[src/hdl/bdq_pkg.sv]
package bdq_pkg;

  localparam int CFG_W  = 11;
  localparam int WORD_W = 32;
  localparam int CMD_W  = 3;

  localparam logic [CMD_W-1:0] CMD_PUSH_FRONT = 3'd0;
  localparam logic [CMD_W-1:0] CMD_PUSH_REAR  = 3'd1;
  localparam logic [CMD_W-1:0] CMD_POP_FRONT  = 3'd2;
  localparam logic [CMD_W-1:0] CMD_POP_REAR   = 3'd3;
  localparam logic [CMD_W-1:0] CMD_QUERY      = 3'd4;

  localparam logic [CFG_W-1:0]  CAPACITY_RESET = 11'd1024;
  localparam logic [WORD_W-1:0] EMPTY_WORD     = '1;

  typedef struct packed {
    logic [CFG_W-1:0]  entry_count;
    logic              is_full;
    logic              is_empty;
    logic [WORD_W-1:0] rear_value;
    logic [WORD_W-1:0] front_value;
    logic              ok;
  } bdq_result_t;

endpackage

[src/hdl/bdq_ctrl.sv]
module bdq_ctrl #(
  parameter int DEPTH      = 1024,
  parameter int DATA_WIDTH = 32
) (
  input  logic                         clk,
  input  logic                         rst,
  input  logic                         cfg_we,
  input  logic [bdq_pkg::CFG_W-1:0]    cfg_wdata,
  input  logic                         s_valid,
  output logic                         s_ready,
  input  logic [bdq_pkg::CMD_W-1:0]    s_cmd,
  input  logic [bdq_pkg::WORD_W-1:0]   s_push_value,
  output logic                         m_valid,
  input  logic                         m_ready,
  output bdq_pkg::bdq_result_t         m_result,
  output logic                         mem_we,
  output logic [$clog2(DEPTH)-1:0]     mem_waddr,
  output logic [DATA_WIDTH-1:0]        mem_wdata,
  output logic                         mem_re,
  output logic [$clog2(DEPTH)-1:0]     mem_raddr_a,
  output logic [$clog2(DEPTH)-1:0]     mem_raddr_b,
  input  logic [DATA_WIDTH-1:0]        mem_rdata_a,
  input  logic [DATA_WIDTH-1:0]        mem_rdata_b
);
  import bdq_pkg::*;

  localparam int PW = $clog2(DEPTH);
  localparam int CW = $clog2(DEPTH + 1);

  typedef enum logic [1:0] {ST_IDLE, ST_READ, ST_CAPTURE} state_t;

  function automatic logic [PW-1:0] next_slot(input logic [PW-1:0] p);
    return (p == PW'(DEPTH - 1)) ? '0 : p + 1'b1;
  endfunction

  function automatic logic [PW-1:0] prev_slot(input logic [PW-1:0] p);
    return (p == '0) ? PW'(DEPTH - 1) : p - 1'b1;
  endfunction

  function automatic logic [WORD_W-1:0] to_word(input logic [DATA_WIDTH-1:0] d);
    logic signed [DATA_WIDTH-1:0] s;
    s = d;
    return WORD_W'(s);
  endfunction

  state_t           state;
  logic [PW-1:0]    head, tail;
  logic [PW-1:0]    head_next, tail_next;
  logic [CW-1:0]    count, count_next;
  logic [CFG_W-1:0] capacity;
  logic             ok_r, ok_next;
  logic [CW-1:0]    cap_eff;
  logic             full, empty, accept, load;

  assign cap_eff = (32'(capacity) > DEPTH) ? CW'(DEPTH) : CW'(capacity);
  assign full    = count >= cap_eff;
  assign empty   = count == '0;
  assign s_ready = state == ST_IDLE;
  assign accept  = s_valid && s_ready;
  assign load    = (state == ST_CAPTURE) && (!m_valid || m_ready);

  // command decode; memory write lands on the accept edge
  always_comb begin
    head_next = head;
    tail_next = tail;
    count_next = count;
    ok_next = 1'b0;
    mem_we = 1'b0;
    mem_waddr = prev_slot(head);
    mem_wdata = DATA_WIDTH'(s_push_value);
    case (s_cmd)
      CMD_PUSH_FRONT: begin
        if (!full) begin
          head_next = prev_slot(head);
          count_next = count + 1'b1;
          mem_we = accept;
          ok_next = 1'b1;
        end
      end
      CMD_PUSH_REAR: begin
        if (!full) begin
          mem_waddr = tail;
          tail_next = next_slot(tail);
          count_next = count + 1'b1;
          mem_we = accept;
          ok_next = 1'b1;
        end
      end
      CMD_POP_FRONT: begin
        if (!empty) begin
          head_next = next_slot(head);
          count_next = count - 1'b1;
          ok_next = 1'b1;
        end
      end
      CMD_POP_REAR: begin
        if (!empty) begin
          tail_next = prev_slot(tail);
          count_next = count - 1'b1;
          ok_next = 1'b1;
        end
      end
      CMD_QUERY: ok_next = 1'b1;
      default: ok_next = 1'b0;
    endcase
  end

  assign mem_re      = state == ST_READ;
  assign mem_raddr_a = head;
  assign mem_raddr_b = prev_slot(tail);

  always_ff @(posedge clk) begin
    if (rst) begin
      state <= ST_IDLE;
      head <= '0;
      tail <= '0;
      count <= '0;
      capacity <= CAPACITY_RESET;
      m_valid <= 1'b0;
      ok_r <= 1'b0;
    end else begin
      if (cfg_we) begin
        capacity <= cfg_wdata;
      end
      // a reload in the same cycle keeps the output valid
      if (m_valid && m_ready && !load) begin
        m_valid <= 1'b0;
      end
      unique case (state)
        ST_IDLE: begin
          if (accept) begin
            head <= head_next;
            tail <= tail_next;
            count <= count_next;
            ok_r <= ok_next;
            state <= ST_READ;
          end
        end
        ST_READ: state <= ST_CAPTURE;
        ST_CAPTURE: begin
          if (load) begin
            m_valid <= 1'b1;
            m_result.ok <= ok_r;
            m_result.is_empty <= empty;
            m_result.is_full <= full;
            m_result.entry_count <= CFG_W'(count);
            m_result.front_value <= empty ? EMPTY_WORD : to_word(mem_rdata_a);
            m_result.rear_value <= empty ? EMPTY_WORD : to_word(mem_rdata_b);
            state <= ST_IDLE;
          end
        end
        default: state <= ST_IDLE;
      endcase
    end
  end

endmodule

[config.mk]
export PLATFORM = sky130hd
export DESIGN_NAME = bdq_ctrl
export DESIGN_NICKNAME = d
export VERILOG_FILES = /design/src/hdl/bdq_pkg.sv /design/src/hdl/bdq_ctrl.sv
export SDC_FILE = /design/constraint.sdc
export NUM_CORES = 1
export LEC_CHECK = 0
export BUFFER_PORTS_ARGS = -buffer_cell sky130_fd_sc_hd__buf_2
export CORE_MARGIN = 10
export CORE_UTILIZATION = 45
export CTS_BUF_LIST = sky130_fd_sc_hd__clkbuf_2 sky130_fd_sc_hd__clkbuf_4 sky130_fd_sc_hd__clkbuf_8
export CTS_CLUSTER_SIZE = 28
export DETAILED_ROUTE_END_ITERATION = 7
export MAX_ROUTING_LAYER = met4
export PLACE_DENSITY = 0.71
export SYNTH_ARGS = -nofsm -noshare
export SYNTH_HDL_FRONTEND = slang
export SYNTH_SLANG_ARGS = --single-unit
[constraint.sdc]
create_clock -name clk -period 19.6 [get_ports clk]
set_input_delay 1.96 -clock clk [delete_from_list [all_inputs] [get_ports clk]]
set_output_delay 1.96 -clock clk [all_outputs]
set_load 0.05 [all_outputs]
=== Yosys cells after proc, flatten, opt, wreduce, memory -nomap -nowiden ===
Cells that the tools add are included.

* Bits in registers: 124
* Output and inout bits: 144
* Logic and storage cells: 88

* $add $sub $neg: 6
* $lt $le $gt $ge: 2
* Equality and inequality tests: 16
* Mux-type cells: 27
* Bitwise logic cells: 1
* Reductions and logical operators: 23

{| class="wikitable"
|+ Operators with widths
! operator !! count
|-
| $mux W10 || 10
|-
| $pmux W10 S2 || 2
|-
| $mux W11 || 3
|-
| $pmux W11 S2 || 1
|-
| $add A10 B1 Y10 const B || 2
|-
| $eq A10 B10 Y1 const B || 2
|-
| $logic_not A10 Y1 || 2
|-
| $sub A10 B1 Y10 const B || 2
|-
| $reduce_and A5 Y1 || 3
|-
| $ne A2 B2 Y1 const B || 7
|-
| $add A11 B1 Y11 const B || 1
|-
| $ge A11 B11 Y1 || 1
|-
| $gt A11 B11 Y1 const B || 1
|-
| $logic_not A11 Y1 || 1
|-
| $sub A11 B1 Y11 const B || 1
|-
| $mux W1 || 7
|-
| $eq A3 B2 Y1 const B || 2
|-
| $pmux W2 S3 || 1
|-
| $reduce_bool A2 Y1 || 3
|-
| $logic_and A1 B1 Y1 || 4
|-
| $mux W2 || 2
|-
| $reduce_and A2 Y1 || 2
|-
| $reduce_or A2 Y1 || 2
|-
| $eq A3 B1 Y1 const B || 1
|-
| other kinds (11) || 12
|}

=== Depth between registers and ports, before layout ===
* Depth in word-level cells: 8
* Gate-level depth with buffers: 12
* Mapped depth without buffers: 10

=== Least setup slack after synthesis ===
Ideal clock, no wire load.

* Kind: input port to flip-flop
* Start: input rst
* End: register m_result[0] (netlist name) (enable)
* Setup time: 0.626 ns
* Data arrival time: 8.095 ns
* Setup slack: 10.879 ns
* Stages: 3
* Buffers on the path: 2
* Cells stage by stage: clkbuf_1 -> buf_1 -> nor3b_1

* Cells in the longest elaborated chain, start to end: 2

{| class="wikitable"
|+ RTL lines
! element !! RTL line !! RTL
|-
| start: declaration || bdq_ctrl.sv:6 || <nowiki>input logic rst,</nowiki>
|-
| $not A1 Y1 (no line) || - ||
|-
| $reduce_and A3 Y1 (no line) || - ||
|-
| end: declaration || bdq_ctrl.sv:15 || <nowiki>output bdq_pkg::bdq_result_t m_result,</nowiki>
|}

No other way between the ends.
A chain may end at the register's enable or synchronous reset.

=== Worst setup path after layout ===
* Start: input s_cmd[0] (netlist name)
* End: output mem_waddr[7]

* Cells in the longest elaborated chain, start to end: 2

{| class="wikitable"
|+ RTL lines
! element !! RTL line !! RTL
|-
| start: declaration || bdq_ctrl.sv:11 || <nowiki>input logic [bdq_pkg::CMD_W-1:0] s_cmd,</nowiki>
|-
| $eq A3 B1 Y1 || bdq_ctrl.sv:71 || <nowiki>case (s_cmd)</nowiki>
|-
| $mux W10 || bdq_ctrl.sv:71 ||
|-
| end: declaration || bdq_ctrl.sv:17 || <nowiki>output logic [$clog2(DEPTH)-1:0] mem_waddr,</nowiki>
|}

No other way between the ends.

==> flow_metrics.py <==
metrics = {
    "setup_path": {
        "critPathLaunch": "s_cmd[0]",
        "worstPathMaxFanout": 10,
        "crit_chain": "buf_2, inv_1, nor4_4, mux2_2, buf_2",
        "max_stage_delay_ns": 0.66,
        "r2r.worst_path.cells": 10,
        "crit_top_cell": "buf_2",
        "r2r_slack_ns": 16.47,
        "cp-start-kind": "primary input",
        "end_kind": "output port",
        "reg2reg_from": "capacity[10]$_SDFFE_PP1P_",
        "cp.arrival_ns": 3.55,
        "worst_path_max_delay_cell": "nor4_4",
        "worstSetupPathType": "primary input to output port",
        "required_ns": 17.64,
    },
    "sta": {
        "rsz0062_at_grt": "false",
        "maxSlewHeadroom_pct": 32.1,
        "post-route-min-period_ns": 5.51,
        "tightest_slew_ns": 1.02,
        "hold_viol_final": 0,
        "fmax_mhz": 181,
        "slew_viol_final": 0,
        "finClkSkew_ns": 0.0112,
        "finalCritPeriodShare_pct": 28.1,
        "setup_viol_count_final": 0,
        "setup_tns_ns": 0,
    },
    "logic_synthesis": {
        "postSynthCellCount": 639,
        "async_flop_share_pct": 0,
        "syn_avg_cell_area_um2": 10.3,
        "synth_area_um2": 6590,
        "synth_warnings": 0,
        "ys_ff_latch": 124,
        "synth_ff_type": "edfxtp_1",
        "synth-edff-count": 78,
        "synthesis.nets": 779,
        "synthDistinctLibCells": 67,
        "ys_seq_area_share_pct": 49.6,
    },
    "floorplanning": {
        "io-pin-count": 259,
        "die_area_um2": 19900,
        "initial_core_util_pct": 45.7,
        "core-area_um2": 14400,
        "rows": 44,
        "fp.dieW_um": 141,
        "die_h_um": 141,
    },
    "layout": {
        "layout_common_cells": "194 x buf_2, 78 x edfxtp_1, 68 x nand2b_1, 57 x nand2_1, 50 x nor2_1",
        "nets": 927,
        "final_common_cell": "buf_2",
        "final_core_util_pct": 54.6,
        "area_delta_synth_final_pct": 19.6,
        "drive_above_1_share_pct": 32.4,
        "fillers": 1285,
    },
    "cts": {
        "cts_buffers": 17,
        "clkTransAtPathRegs_ns": 0.07,
        "tritoncts": "built",
        "insertion_delay_ns": 0.43,
        "clock_sinks": 124,
        "cts_resized": 0,
        "htree_num_levels": 4,
        "post_cts_buffers": 0,
        "cts-root-buf": "clkbuf_8",
        "clockBufferDepth": 2,
        "postCtsHoldBufs": 0,
    },
    "global_routing": {
        "overflow": 0,
        "grt_usage_pct": 17.7,
        "antenna_found_initial": 1,
        "grt_pass1_vias": 5279,
        "grt_max_degree": 79,
        "grt_pass1_wl_um": 27900,
    },
    "pwr": {
        "powerDensity_nw_per_um2": 112,
        "peakVddDrop_mv": 0.0851,
        "leakage_nw": 3.22,
    },
    "worst_hold_path": {
        "hp-start": "ok_r$_SDFFE_PP0P_",
        "min_delay_path_depth": 0,
        "hold_class": "flip-flop to flip-flop",
    },
    "routing": {
        "via_count": 5273,
        "antenna_left": 0,
        "wl_per_cell_um": 18.1,
        "viasPerCell": 5.35,
        "routed_wl_um": 17800,
        "drt_iter0_markers": 281,
        "first_pass_iters": 5,
        "drc": 0,
    },
    "job": {
        "drv_cap": 0,
    },
    "outcome": {
        "outcome": "finished clean",
    },
    "placed_design": {
        "gp_congestion": 0.929,
        "hpwl_um": 13200,
        "io_buffers": 194,
    },
}
worst paths after layout:
kind / endpoint
worst max register to register: tail[2]$_SDFFE_PP0P_
worst max-delay path: mem_waddr[7]
worst min register to register: m_result[0]$_DFFE_PP_
worst min-delay path: m_result[0]$_DFFE_PP_
area by class of cell:
cell class	count	area, um2	share of cell area, %
antenna	2	5.00	0.0636
clock buffer	17	234	2.97
clock inverter	15	210	2.67
inverter	13	48.8	0.620
multi-input combinational	434	2890	36.7
sequential	124	3260	41.4
tap	184	230	2.92
timing repair buffer	197	993	12.6
cells in the mapped netlist (2+ instances only):
master / number / area [um2]
clkbuf_1: 22 / 82.6
inv_1: 11 / 41.3
a21oi_2: 2 / 17.5
nand4_1: 5 / 31.3
nor2b_1: 6 / 37.5
a21boi_0: 2 / 15.0
or2_2: 2 / 12.5
buf_2: 6 / 30.0
o31ai_1: 5 / 37.5
a21oi_1: 26 / 130
o21bai_1: 2 / 15.0
nand2b_1: 68 / 425
o211ai_1: 3 / 22.5
buf_4: 32 / 240
o22ai_1: 2 / 12.5
a21o_1: 8 / 60.1
o21ai_0: 21 / 105
nor3_1: 13 / 65.1
mux2i_1: 18 / 180
a22oi_1: 5 / 37.5
a221oi_1: 2 / 17.5
nor4_1: 6 / 37.5
nand3b_1: 2 / 15.0
xor2_1: 11 / 96.3
a211o_1: 2 / 17.5
dfxtp_1: 46 / 921
clkinv_1: 2 / 7.51
or3_1: 4 / 25.0
and2_1: 2 / 12.5
xnor2_1: 12 / 105
nand2_1: 57 / 214
a31oi_1: 3 / 18.8
ha_1: 24 / 300
a32o_1: 3 / 30.0
a211oi_1: 11 / 82.6
and3_1: 6 / 37.5
buf_1: 6 / 22.5
nor2_1: 50 / 188
nand3_1: 14 / 70.1
edfxtp_1: 78 / 2340
mux2_2: 11 / 124
o21a_1: 3 / 22.5
critical path: cells and delay by family:
family,cells,cell delay [ns]
buffers and inverters,3,0.50
muxes,1,0.42
and+or+nand+nor,1,0.66
layer usage:
| metal | GRT usage, % | share of wire [%] | up-vias |
|---|---|---|---|
| li1 | - | - | 2543 |
| met1 | 20.1 | 41 | 2448 |
| met2 | 28.0 | 48 | 249 |
| met3 | 6.32 | 9.6 | 33 |
| met4 | 6.90 | 1.7 | 0 |
| met5 | - | 0 | - |
through the flow:
| stage | hold WS [ns] | power (mW) | cells | setup slack (ns) | area [um2] |
|---|---|---|---|---|---|
| 2_1_floorplan | 0.409 | 0.581 | 639 | 10.88 | 6590 |
| 3_3_place_gp | 0.440 | 0.625 | 952 | 14.18 | 7420 |
| 3_5_place_dp | 0.437 | 0.633 | 952 | 14.09 | 7420 |
| 4_1_cts | 0.456 | 0.886 | 984 | 14.09 | 7870 |
| 5_1_grt | 0.479 | 0.927 | 985 | 13.96 | 7870 |
| 6_report | 0.454 | 0.878 | 986 | 14.09 | 7870 |
power by group:
group          internal, mW  switching, mW  total (mW)
clock network         0.141          0.110       0.250
registers             0.308         0.0175       0.325
logic                0.0945          0.208       0.303
total                 0.543          0.335       0.878
registers in the layout, summed over array words and instances, names as in the netlist:
signal	cells
m_valid	1
mem_raddr_a	10
capacity	11
state	2
ok_r	1
tail	10
count	11
m_result	78
cells by family after synthesis:
logic type,after synthesis,share of synthesized area [%]
buffers and inverters,81,6.73
AND/OR/NAND/NOR,246,19.9
multiplexers,29,4.62
AO/OA/AOI/OAI,111,11.3
flip-flops,124,49.6
adder cells (fa/ha/maj),25,4.86
XOR/XNOR,23,3.06
No activity file was read; power rests on OpenSTA's default activity.
